**config.mk**
```make
export PLATFORM = sky130hd
export DESIGN_NAME = lcd_decimal_number_writer_unit_flat
export DESIGN_NICKNAME = d
export VERILOG_FILES = /design/src/rtl/ldnw_pkg.sv /design/src/rtl/ldnw_if.sv /design/src/rtl/ldnw_ctrl.sv /design/src/rtl/ldnw_dp.sv /design/src/rtl/lcd_decimal_number_writer_unit.sv /design/src/flat_wrapper.sv
export SDC_FILE = /design/constraint.sdc
export NUM_CORES = 1
export LEC_CHECK = 0
export BUFFER_PORTS_ARGS = -buffer_cell sky130_fd_sc_hd__buf_2
export CAP_MARGIN = 20
export CORE_UTILIZATION = 50
export CTS_BUF_LIST = sky130_fd_sc_hd__clkbuf_2
export DETAILED_ROUTE_END_ITERATION = 8
export MAX_ROUTING_LAYER = met4
export PLACE_DENSITY_LB_ADDON = 0.12
export SLEW_MARGIN = 5
export SYNTH_ARGS = -nofsm -noshare
export SYNTH_HDL_FRONTEND = slang
export SYNTH_SLANG_ARGS = --single-unit
```
**constraint.sdc**
```tcl
create_clock -name clk -period 8 [get_ports clk]
set_clock_uncertainty 0.1 [all_clocks]
set_input_delay 2.4 -clock clk [delete_from_list [all_inputs] [get_ports clk]]
set_output_delay 2.4 -clock clk [all_outputs]
set_load 0.02 [all_outputs]
```
**src/rtl/ldnw_pkg.sv**
```systemverilog
`timescale 1ns / 1ps
// Package for the LCD decimal number writer.
// Holds the shared types, LCD byte codes and digit weight table; no dependencies.
package ldnw_pkg;

  localparam int NumW    = 17;
  localparam int DigitW  = 4;
  localparam int PlaceW  = 3;
  localparam int ByteW   = 8;

  // Command codes of the input word.
  localparam logic CMD_INIT    = 1'b0;
  localparam logic CMD_DISPLAY = 1'b1;

  // Register select codes of a result word.
  localparam logic RS_COMMAND = 1'b0;
  localparam logic RS_DATA    = 1'b1;

  localparam logic [NumW-1:0]   NUM_MAX    = NumW'(99999);
  localparam logic [ByteW-1:0]  LCD_FUNC_SET = 8'h38;
  localparam logic [ByteW-1:0]  LCD_CLEAR    = 8'h01;
  localparam logic [ByteW-1:0]  LCD_DISP_ON  = 8'h0E;
  localparam logic [ByteW-1:0]  LCD_ENTRY    = 8'h06;
  localparam logic [ByteW-1:0]  ASCII_ZERO   = 8'h30;
  localparam logic [PlaceW-1:0] INIT_LAST    = PlaceW'(3);
  localparam logic [PlaceW-1:0] DIGIT_LAST   = PlaceW'(4);
  localparam logic [DigitW-1:0] DIGIT_MAX    = DigitW'(9);

  // Commands from the controller to the datapath.
  typedef struct packed {
    logic start;       // load the number and clear the counters
    logic sub;         // one subtraction step of the current place
    logic emit_init;   // load a set-up write into the output register
    logic emit_digit;  // load a digit write into the output register
    logic step_place;  // move to the next place, clear the digit
  } ldnw_cmd_t;

  // Status from the datapath to the controller.
  typedef struct packed {
    logic can_sub;     // the current place takes one more subtraction
    logic init_last;   // place counter is at the last set-up write
    logic digit_last;  // place counter is at the units digit
    logic out_free;    // the output register can take a word this cycle
  } ldnw_status_t;

  // Set-up sequence for the LCD controller.
  function automatic logic [ByteW-1:0] init_byte(input logic [1:0] idx);
    logic [ByteW-1:0] b;
    case (idx)
      2'd0:    b = LCD_FUNC_SET;
      2'd1:    b = LCD_CLEAR;
      2'd2:    b = LCD_DISP_ON;
      default: b = LCD_ENTRY;
    endcase
    return b;
  endfunction

  // Decimal weight of each digit place, most significant first.
  function automatic logic [NumW-1:0] place_weight(input logic [PlaceW-1:0] place);
    logic [NumW-1:0] w;
    case (place)
      3'd0:    w = NumW'(10000);
      3'd1:    w = NumW'(1000);
      3'd2:    w = NumW'(100);
      3'd3:    w = NumW'(10);
      default: w = NumW'(1);
    endcase
    return w;
  endfunction

endpackage

```
**src/rtl/ldnw_if.sv**
```systemverilog
`timescale 1ns / 1ps
// Valid/ready channel interfaces for the command and result words.
// Depends on ldnw_pkg for field widths.
interface ldnw_in_if;
  logic                      valid;
  logic                      ready;
  logic                      cmd;
  logic [ldnw_pkg::NumW-1:0] number;

  modport source (output valid, output cmd, output number, input ready);
  modport sink   (input valid, input cmd, input number, output ready);
endinterface

interface ldnw_out_if;
  logic                       valid;
  logic                       ready;
  logic                       register_select;
  logic [ldnw_pkg::ByteW-1:0] lcd_byte;
  logic                       wait_busy;
  logic                       last;

  modport source (output valid, output register_select, output lcd_byte,
                  output wait_busy, output last, input ready);
  modport sink   (input valid, input register_select, input lcd_byte,
                  input wait_busy, input last, output ready);
endinterface

```
**src/rtl/ldnw_ctrl.sv**
```systemverilog
`timescale 1ns / 1ps
// Controller state machine of the LCD decimal number writer.
// Depends on ldnw_pkg for the command and status structs.
module ldnw_ctrl (
  input  logic                   clk,
  input  logic                   rst_n,
  input  logic                   in_valid,
  input  logic                   in_cmd,
  output logic                   in_ready,
  input  ldnw_pkg::ldnw_status_t status,
  output ldnw_pkg::ldnw_cmd_t    ctrl
);
  import ldnw_pkg::*;

  typedef enum logic [1:0] {
    S_IDLE,
    S_INIT,
    S_DIGIT
  } state_t;

  state_t state_r, state_nxt;

  // Ready only between commands.
  assign in_ready = (state_r == S_IDLE);

  // Next state and datapath commands.
  always_comb begin
    state_nxt = state_r;
    ctrl      = '0;
    case (state_r)
      S_IDLE: begin
        if (in_valid) begin
          ctrl.start = 1'b1;
          state_nxt  = (in_cmd == CMD_INIT) ? S_INIT : S_DIGIT;
        end
      end
      S_INIT: begin
        if (status.out_free) begin
          ctrl.emit_init  = 1'b1;
          ctrl.step_place = 1'b1;
          if (status.init_last) state_nxt = S_IDLE;
        end
      end
      S_DIGIT: begin
        // Subtract until the place is done, then emit its digit.
        if (status.can_sub) begin
          ctrl.sub = 1'b1;
        end else if (status.out_free) begin
          ctrl.emit_digit = 1'b1;
          ctrl.step_place = 1'b1;
          if (status.digit_last) state_nxt = S_IDLE;
        end
      end
      default: state_nxt = S_IDLE;
    endcase
  end

  // State register.
  always_ff @(posedge clk) begin
    if (!rst_n) begin
      state_r <= S_IDLE;
    end else begin
      state_r <= state_nxt;
    end
  end

endmodule

```
**src/rtl/ldnw_dp.sv**
```systemverilog
`timescale 1ns / 1ps
// Datapath of the LCD decimal number writer: remainder, digit and place
// counters, and the output word register. Depends on ldnw_pkg.
module ldnw_dp (
  input  logic                       clk,
  input  logic                       rst_n,
  input  logic [ldnw_pkg::NumW-1:0]  in_number,
  input  ldnw_pkg::ldnw_cmd_t        ctrl,
  output ldnw_pkg::ldnw_status_t     status,
  output logic                       out_valid,
  input  logic                       out_ready,
  output logic                       out_register_select,
  output logic [ldnw_pkg::ByteW-1:0] out_lcd_byte,
  output logic                       out_wait_busy,
  output logic                       out_last
);
  import ldnw_pkg::*;

  logic [NumW-1:0]   rest_r;
  logic [DigitW-1:0] digit_r;
  logic [PlaceW-1:0] place_r;
  logic [NumW-1:0]   weight;
  logic              valid_r;
  logic              rs_r, busy_r, last_r;
  logic [ByteW-1:0]  byte_r;
  logic              emit;

  assign weight = place_weight(place_r);
  assign emit   = ctrl.emit_init | ctrl.emit_digit;

  // Status back to the controller.
  assign status.can_sub    = (rest_r >= weight) && (digit_r < DIGIT_MAX);
  assign status.init_last  = (place_r == INIT_LAST);
  assign status.digit_last = (place_r == DIGIT_LAST);
  assign status.out_free   = !valid_r || out_ready;

  // Remainder, digit and place counters.
  always_ff @(posedge clk) begin
    if (ctrl.start) begin
      rest_r  <= (in_number > NUM_MAX) ? NUM_MAX : in_number;
      digit_r <= '0;
      place_r <= '0;
    end else if (ctrl.sub) begin
      rest_r  <= rest_r - weight;
      digit_r <= digit_r + DigitW'(1);
    end else if (ctrl.step_place) begin
      digit_r <= '0;
      place_r <= place_r + PlaceW'(1);
    end
  end

  // Output word register; held until the sink takes it.
  always_ff @(posedge clk) begin
    if (!rst_n) begin
      valid_r <= 1'b0;
    end else if (emit) begin
      valid_r <= 1'b1;
    end else if (out_ready) begin
      valid_r <= 1'b0;
    end
  end

  always_ff @(posedge clk) begin
    if (ctrl.emit_init) begin
      rs_r   <= RS_COMMAND;
      byte_r <= init_byte(place_r[1:0]);
      busy_r <= (place_r != '0);
      last_r <= (place_r == INIT_LAST);
    end else if (ctrl.emit_digit) begin
      rs_r   <= RS_DATA;
      byte_r <= ASCII_ZERO + {{(ByteW-DigitW){1'b0}}, digit_r};
      busy_r <= 1'b1;
      last_r <= (place_r == DIGIT_LAST);
    end
  end

  assign out_valid           = valid_r;
  assign out_register_select = rs_r;
  assign out_lcd_byte        = byte_r;
  assign out_wait_busy       = busy_r;
  assign out_last            = last_r;

endmodule

```
**src/rtl/lcd_decimal_number_writer_unit.sv**
```systemverilog
`timescale 1ns / 1ps
// An init command gives four words: one per cycle once the output is free.
// A display command subtracts the current place weight until the place is done, at most nine
// times per place, and then emits the digit once the output is free. One command at a time.
// The last word of a command may still wait in the output register while the next is taken.
// Reset (rst_n, synchronous, active low) returns the controller to idle and empties the output.
// Depends on ldnw_pkg, ldnw_if, ldnw_ctrl and ldnw_dp.
module lcd_decimal_number_writer_unit (
  input  logic       clk,
  input  logic       rst_n,
  ldnw_in_if.sink    in_ch,
  ldnw_out_if.source out_ch
);
  import ldnw_pkg::*;

  ldnw_cmd_t    ctrl;
  ldnw_status_t status;

  // Sequencer for set-up writes and digit extraction.
  ldnw_ctrl u_ctrl (
    .clk      (clk),
    .rst_n    (rst_n),
    .in_valid (in_ch.valid),
    .in_cmd   (in_ch.cmd),
    .in_ready (in_ch.ready),
    .status   (status),
    .ctrl     (ctrl)
  );

  // Subtraction datapath and output register.
  ldnw_dp u_dp (
    .clk                 (clk),
    .rst_n               (rst_n),
    .in_number           (in_ch.number),
    .ctrl                (ctrl),
    .status              (status),
    .out_valid           (out_ch.valid),
    .out_ready           (out_ch.ready),
    .out_register_select (out_ch.register_select),
    .out_lcd_byte        (out_ch.lcd_byte),
    .out_wait_busy       (out_ch.wait_busy),
    .out_last            (out_ch.last)
  );

endmodule

```
**src/flat_wrapper.sv**
```systemverilog
// flat-port wrapper written by rule: the top's interface ports become plain ports
module lcd_decimal_number_writer_unit_flat import ldnw_pkg::*;
  (clk, rst_n, in_ch_valid, in_ch_cmd, in_ch_number, in_ch_ready, out_ch_valid, out_ch_register_select, out_ch_lcd_byte, out_ch_wait_busy, out_ch_last, out_ch_ready);
  ldnw_in_if in_ch_i ();
  ldnw_out_if out_ch_i ();
  input  logic clk;
  input  logic rst_n;
  input wire logic [$bits(in_ch_i.valid)-1:0] in_ch_valid;
  input wire logic [$bits(in_ch_i.cmd)-1:0] in_ch_cmd;
  input wire logic [$bits(in_ch_i.number)-1:0] in_ch_number;
  output wire logic [$bits(in_ch_i.ready)-1:0] in_ch_ready;
  output wire logic [$bits(out_ch_i.valid)-1:0] out_ch_valid;
  output wire logic [$bits(out_ch_i.register_select)-1:0] out_ch_register_select;
  output wire logic [$bits(out_ch_i.lcd_byte)-1:0] out_ch_lcd_byte;
  output wire logic [$bits(out_ch_i.wait_busy)-1:0] out_ch_wait_busy;
  output wire logic [$bits(out_ch_i.last)-1:0] out_ch_last;
  input wire logic [$bits(out_ch_i.ready)-1:0] out_ch_ready;
  assign in_ch_i.valid = in_ch_valid;
  assign in_ch_i.cmd = in_ch_cmd;
  assign in_ch_i.number = in_ch_number;
  assign in_ch_ready = in_ch_i.ready;
  assign out_ch_valid = out_ch_i.valid;
  assign out_ch_register_select = out_ch_i.register_select;
  assign out_ch_lcd_byte = out_ch_i.lcd_byte;
  assign out_ch_wait_busy = out_ch_i.wait_busy;
  assign out_ch_last = out_ch_i.last;
  assign out_ch_i.ready = out_ch_ready;
  lcd_decimal_number_writer_unit u_core (.clk(clk), .rst_n(rst_n), .in_ch(in_ch_i), .out_ch(out_ch_i));
endmodule
```
==> results of run 1 <==
[Yosys cell counts (2+ instances only)]
cell      instances  area (um2)
nand2_1          27         101
or4_1             2        15.0
o21ai_0          14        70.1
inv_1            16        60.1
buf_4             4        30.0
o22a_1            3        26.3
ha_1             26         325
nand3_1           4        20.0
nor2_1           19        71.3
a21boi_0          4        30.0
edfxtp_1         24         721
o211ai_1          4        30.0
o41ai_1           3        26.3
nor3_1            4        20.0
nand4_1           4        25.0
a31oi_1           4        25.0
a2111o_1          2        22.5
xnor2_1           2        17.5
a211oi_1          2        15.0
clkbuf_1          5        18.8
a32oi_1           2        17.5
or2_2             3        18.8
nor2b_1           2        12.5
mux2i_1           5        50.1
a21oi_1          21         105
nor4_1           10        62.6
a21o_1            2        15.0
a32o_1            2        20.0
nand2b_1          6        37.5
or3_1             3        18.8
xor2_1            5        43.8
dfxtp_1          11         220
o21a_1            4        30.0
and2_1            4        25.0
o31ai_1           5        37.5
[final timing paths]
path / endpoint / slack, ns
max: u_core.u_dp.rest_r[12] / 4.02
min: u_core.u_dp.out_register_select / 0.40
max reg2reg: u_core.u_dp.rest_r[12] / 4.05
min reg2reg: u_core.u_dp.out_register_select / 0.40
[area by class of cell]
type	instances	area, um2	share of cell area [%]
timing repair buffer	32	160	5.59
clock buffer	6	30.0	1.05
inverter	17	63.8	2.23
tap	70	87.6	3.06
clock inverter	2	11.3	0.393
sequential	35	941	32.8
multi-input combinational	221	1570	54.9
[state kept, by name (all words and copies together), names as in the netlist, 2 cells and up]
register / count
u_core.u_dp.out_lcd_byte: 5
u_core.u_dp.rest_r: 17
u_core.u_dp.digit_r: 4
u_core.u_dp.place_r: 3
u_core.u_ctrl.state_r: 2
[worst reg2reg max path, stage by stage (launching register included)]
cell,delay [ns]
dfxtp_1,0.40
inv_1,0.15
ha_1,0.30
nand2_1,0.23
ha_1,0.47
and2_1,0.31
nor4b_1,0.32
a211oi_2,0.15
o32ai_2,0.66
or2_2,0.52
[power by group]
| part | total [W] | leakage [nW] | internal, W | switching, W |
|---|---|---|---|---|
| combinational | 0.000675 | 0.792 | 0.000279 | 0.000397 |
| sequential | 0.000341 | 0.314 | 0.000294 | 0.0000472 |
| clock | 0.0000873 | 0.0333 | 0.0000227 | 0.0000646 |
[layer usage]
metal  share of wire (%)  vias up  track usage, %
met2                  47       51            33.7
met3                 3.9        6            4.15
met4                0.87        0            7.13
met1                  49     1085            31.8
met5                   0        -               -
li1                    -     1130               -
[logic make-up after synthesis]
family                     count (synthesis)
DFF                                       35
xor gates and xnor gates                   7
other                                      1
and+or+nand+nor                           95
muxes                                      5
adders and majority gates                 27
AOI/OAI and AO/OA                         85
buffers and inverters                     28
[stage by stage]
step           worst slack (ns)  power [W]  instances  util [%]  cell area (um2)
2_1_floorplan              4.22   0.000877        284         -             2640
3_3_place_gp               3.66    0.00100        375      55.3             2830
4_1_cts                    4.01    0.00110        383      56.1             2870
6_report                   4.02    0.00110        383      56.1             2870
3_5_place_dp               3.63    0.00101        375      55.3             2830
5_1_grt                    3.75    0.00119        383      56.1             2870
[cells in the final DEF, fill, tap and decap left out, types with 10 or more instances in the layout]
cell type,netlist,layout
o21ai_0,14,14
a21oi_1,21,21
nand2_1,27,27
ha_1,26,26
nor4_1,10,10
buf_2,1,32
inv_1,16,16
nor2_1,19,19
dfxtp_1,11,11
edfxtp_1,24,24
==> results.py, run 1 <==
metrics = {
    "run_status": {
        "status": "finished, final reports clean",
    },
    "timing": {
        "fin_crit_sh_pct": 49.7,
        "tightestPinTransition_ns": 0.934,
        "hold_viol_final": 0,
        "hold_ws_ns": 0.396,
        "tns_ns": 0,
        "slew_headroom_pct": 37.6,
        "final-max-slew-violation-count": 0,
        "fmax_mhz": 251,
        "rsz0062_at_grt": "no",
        "setup_viol": 0,
        "layout_min_cycle_time_ns": 3.98,
    },
    "run": {
        "cap_violations": 0,
    },
    "drt": {
        "post_drt_wl_per_cell_um": 15.4,
        "firstDrtPassIters": 4,
        "via_per_inst": 5.93,
        "detail-route-antenna-nets": 0,
        "drc": 0,
        "routed_wl_um": 5880,
        "vias": 2272,
        "drtIter0Drc": 160,
    },
    "clock_tree": {
        "cts-root-buf": "clkbuf_2",
        "path_clk_slew_ns": 0.20,
        "clock_latency_ns": 0.40,
        "postCtsSetupBuffers": 0,
        "clock_sinks": 35,
        "cts_max_level": 2,
        "clk_path_buf_depth": 2,
        "cts-resized-gates": 0,
        "cts_buffers": 5,
        "tritoncts": "done",
        "hold_buffers": 0,
    },
    "logic_synthesis": {
        "synthFlopType": "edfxtp_1",
        "synth_edf_count": 24,
        "synthMuxAreaShare_pct": 1.90,
        "yosys.area_share.simple_pct": 18.5,
        "synth_fa_ha_area_share_pct": 13.1,
        "async_flop_share_pct": 0,
        "synth-xor-area-share_pct": 2.32,
        "ys_types": 60,
        "synth-seq-cells": 35,
        "avgSynthCellArea_um2": 9.32,
        "yosys_warnings": 0,
        "synth_compound_area_share_pct": 23.5,
        "synth-seq-area-share_pct": 35.7,
        "syn_area_um2": 2640,
        "synth_top_family_by_area": "compound AO/OA/AOI/OAI gates",
        "syn_inst": 283,
    },
    "final_layout": {
        "layout-drive-gt1-share_pct": 17.3,
        "fill_cells": 489,
        "antenna_cells": 0,
        "area_growth_pct": 8.63,
        "layout.nets": 361,
    },
    "grt": {
        "overflow": 0,
        "antenna_found_initial": 0,
        "grt_pass1_vias": 1931,
        "grt_pass1_wl_um": 9250,
        "grt_usage_pct": 22.8,
        "grt_max_degree": 29,
    },
    "setup_path": {
        "critPathKind": "in -> reg",
        "worstPathMaxFanout": 28,
        "crit_chain": "buf_2 -> nand2_1 -> a21oi_1 -> a32oi_1 -> o41ai_1 -> or3_1",
        "cp.arrival_ns": 4.03,
        "crit_path_start": "in_ch_valid",
        "cp.required_ns": 8.05,
        "cpPeakStageDelay_ns": 0.68,
        "worst-path-stages": 6,
        "worst_setup_path_end_kind": "flip-flop",
        "r2r_start": "u_core.u_dp.place_r[1]",
        "crit_family": "simple AND/OR/NAND/NOR gates",
        "crit_path_start_kind": "input port",
        "crit_slowest_cell": "nand2_1",
        "crit_buf_inv": 1,
        "reg2reg_depth": 9,
    },
    "floorplan": {
        "rows": 26,
        "core_um2": 5110,
        "dieArea_um2": 5570,
        "die_h_um": 74.6,
        "io_pins": 35,
        "start_util_pct": 51.7,
        "dieWidth_um": 74.6,
    },
    "pwr": {
        "peakVddDrop_uv": 245,
        "power.density_nw_per_um2": 385,
        "leakage_nw": 1.14,
    },
    "place": {
        "place_congestion": 0.890,
        "dp.final_hpwl_um": 4410,
        "numPortBuffers": 32,
    },
    "worst_hold_path": {
        "hold_path_class": "reg -> reg",
        "holdPathStages": 1,
        "hp-start": "u_core.u_dp.out_register_select",
    },
}
No activity file was read; power rests on OpenSTA's default activity.
==> run 2: changes to the inputs <==
ABC_AREA = 1   (was default)
clock period = 3.4 ns   (was 8 ns; I/O delays follow)
==> results.py, run 2 <==
metrics = {
    "clock_tree": {
        "cts_buffers": 5,
        "clk_path_buf_depth": 2,
        "hold_buffers": 0,
        "cts_max_level": 2,
        "path_clk_slew_ns": 0.21,
        "cts-root-buf": "clkbuf_2",
        "clock_sinks": 35,
        "clock_latency_ns": 0.39,
        "tritoncts": "done",
    },
    "floorplan": {
        "start_util_pct": 52.0,
        "dieArea_um2": 5640,
        "die_h_um": 75.1,
        "rows": 26,
        "core_um2": 5140,
        "io_pins": 35,
        "dieWidth_um": 75.1,
    },
    "pwr": {
        "peakVddDrop_uv": 516,
        "power_frac_comb_pct": 63.6,
        "p_switching_w": 0.00145,
        "pwr-share-seq_pct": 26.9,
        "power.density_nw_per_um2": 995,
        "total_power_w": 0.00296,
        "leakage_nw": 1.43,
        "switching_share_pct": 49.0,
        "intPower_w": 0.00151,
        "p_clk_share_pct": 9.6,
    },
    "worst_hold_path": {
        "hp-start": "u_core.u_dp.out_register_select",
        "hold_path_class": "reg -> reg",
        "holdPathStages": 2,
    },
    "setup_path": {
        "r2r_start": "u_core.u_dp.place_r[0]",
        "cp.required_ns": 3.47,
        "cp.arrival_ns": 3.17,
        "critPathKind": "reg -> reg",
        "reg2reg_depth": 17,
        "worstPathMaxFanout": 5,
        "crit_path_start_kind": "flip-flop",
        "crit_path_start": "u_core.u_dp.place_r[0]",
        "worst_setup_path_end_kind": "flip-flop",
    },
    "timing": {
        "tns_ns": 0,
        "tightestPinTransition_ns": 0.637,
        "hold_viol_final": 0,
        "fin_crit_sh_pct": 91.2,
        "final-max-slew-violation-count": 0,
        "fin_ws_ns": 0.300,
        "rsz0062_at_grt": "no",
        "slew_headroom_pct": 57.5,
        "layout_min_cycle_time_ns": 3.10,
        "setup_viol": 0,
        "fmax_mhz": 323,
    },
    "logic_synthesis": {
        "synthTopCellsByArea": "edfxtp_1 (27%), ha_1 (12%), nand2_1 (11%)",
        "synth.largest_area_cell": "edfxtp_1",
        "yosys.area.top_type_share_pct": 27.0,
        "synth_edf_count": 24,
        "yosysMostFrequentCell": "nand2_1",
        "syn_area_um2": 2670,
        "async_flop_share_pct": 0,
        "synth-seq-area-share_pct": 35.2,
        "synthFlopType": "edfxtp_1",
        "synth_commonest_cells": "nand2_1 (78), inv_1 (46), nor2_1 (33), ha_1 (26)",
        "avgSynthCellArea_um2": 7.74,
        "yosys_warnings": 0,
        "synth-seq-cells": 35,
        "syn_inst": 345,
        "ys_types": 42,
    },
    "final_layout": {
        "largest_reg_flops": 17,
        "top_register": "u_core.u_dp.rest_r",
        "antenna_cells": 0,
        "area_growth_pct": 11.3,
        "final_cell_mix": "nand2_1 (78), inv_1 (44), nor2_1 (33)",
        "final_util_pct": 57.9,
        "layout.nets": 430,
        "final_common_cell": "nand2_1",
        "layout-drive-gt1-share_pct": 19.4,
    },
    "drt": {
        "detail-route-antenna-nets": 0,
        "vias": 2286,
        "firstDrtPassIters": 5,
        "via_per_inst": 5.06,
        "post_drt_wl_per_cell_um": 13.0,
        "drtIter0Drc": 113,
        "drc": 0,
        "routed_wl_um": 5860,
    },
    "grt": {
        "overflow": 0,
        "grt_max_degree": 21,
        "antenna_found_initial": 0,
        "grt_usage_pct": 23.5,
        "grt_pass1_vias": 2066,
        "grt_pass1_wl_um": 9500,
    },
    "place": {
        "pre_cts_ws_ns": 0.282,
        "numPortBuffers": 32,
        "place_congestion": 0.880,
        "dp.final_hpwl_um": 4470,
    },
    "run": {
        "cap_violations": 0,
    },
    "run_status": {
        "status": "finished, final reports clean",
    },
}
-- run 2: cell types whose count changed in the layout (fill, tap and decap cells not counted), sizes merged, moves of 5 or more --
| cell | previous run | this run |
|---|---|---|
| inv | 17 | 49 |
| mux2i | 5 | 0 |
| nand2 | 27 | 86 |
| nand2b | 6 | 0 |
| nand3 | 4 | 20 |
| nor2 | 19 | 38 |
| nor4 | 10 | 1 |
| o21ai | 14 | 25 |
-- run 2: layout make-up --
cell class	count	area, um2
clock inverter	3	43.8
multi-input combinational	255	1510
fill	509	2170
sequential	35	941
inverter	50	188
timing repair buffer	34	175
clock buffer	5	25.0
tap	70	87.6
-- run 2: power by group through the flow --
stage / sequential [W] / combinational [W] / clock, W
3_5_place_dp: 0.000806 / 0.00185 / 0
6_report: 0.000795 / 0.00188 / 0.000283
2_1_floorplan: 0.000809 / 0.00145 / 0
4_1_cts: 0.000794 / 0.00188 / 0.000291
5_1_grt: 0.000814 / 0.00214 / 0.000304
3_3_place_gp: 0.000805 / 0.00185 / 0
-- run 2: worst max-delay path, stage by stage (launching register included) --
cell,delay [ns]
dfxtp_1,0.40
inv_2,0.11
ha_2,0.22
nand2_1,0.14
inv_1,0.14
nor4_1,0.06
ha_1,0.23
fa_1,0.43
o21ai_2,0.22
nand2_1,0.09
nand2_1,0.13
nand2_1,0.10
o21ai_2,0.18
nand2_1,0.09
inv_1,0.06
o21ai_1,0.05
nand3_1,0.06
nand2_1,0.05
-- run 2: what timing repair did --
action,CTS,global route
gates resized for setup,0,3
buffers inserted,0,0
setup endpoints to repair,0,1
-- run 2: logic make-up after synthesis --
group	Yosys count	share of synthesized area [%]
flops	35	35.2
other cells	1	0.140
compound gates	63	13.6
fa+ha+maj	27	12.9
simple gates	155	27.2
xor+xnor	8	2.62
buf+inv	56	8.34
-- run 2: worst paths after layout --
| path | to | slack (ns) |
|---|---|---|
| worst max-delay path | u_core.u_dp.rest_r[16] | 0.30 |
| worst max register to register | u_core.u_dp.rest_r[16] | 0.30 |
| worst min-delay path | u_core.u_dp.out_register_select | 0.37 |
| worst min register to register | u_core.u_dp.out_register_select | 0.37 |
-- run 2: per-layer routing --
metal	vias up	track usage, %	share of wire, %	wire [um]
met2	45	36.4	46	2670
li1	1200	-	-	-
met3	6	3.88	3.4	199
met5	-	-	0	0
met4	0	5.45	0.94	55
met1	1035	32.0	50	2940
-- run 2: per-stage QoR --
| step | instances | area (um2) | hold slack (ns) |
|---|---|---|---|
| 2_1_floorplan | 346 | 2680 | 0.357 |
| 3_3_place_gp | 444 | 2900 | 0.356 |
| 3_5_place_dp | 444 | 2900 | 0.346 |
| 4_1_cts | 452 | 2970 | 0.370 |
| 5_1_grt | 452 | 2970 | 0.381 |
| 6_report | 452 | 2970 | 0.368 |
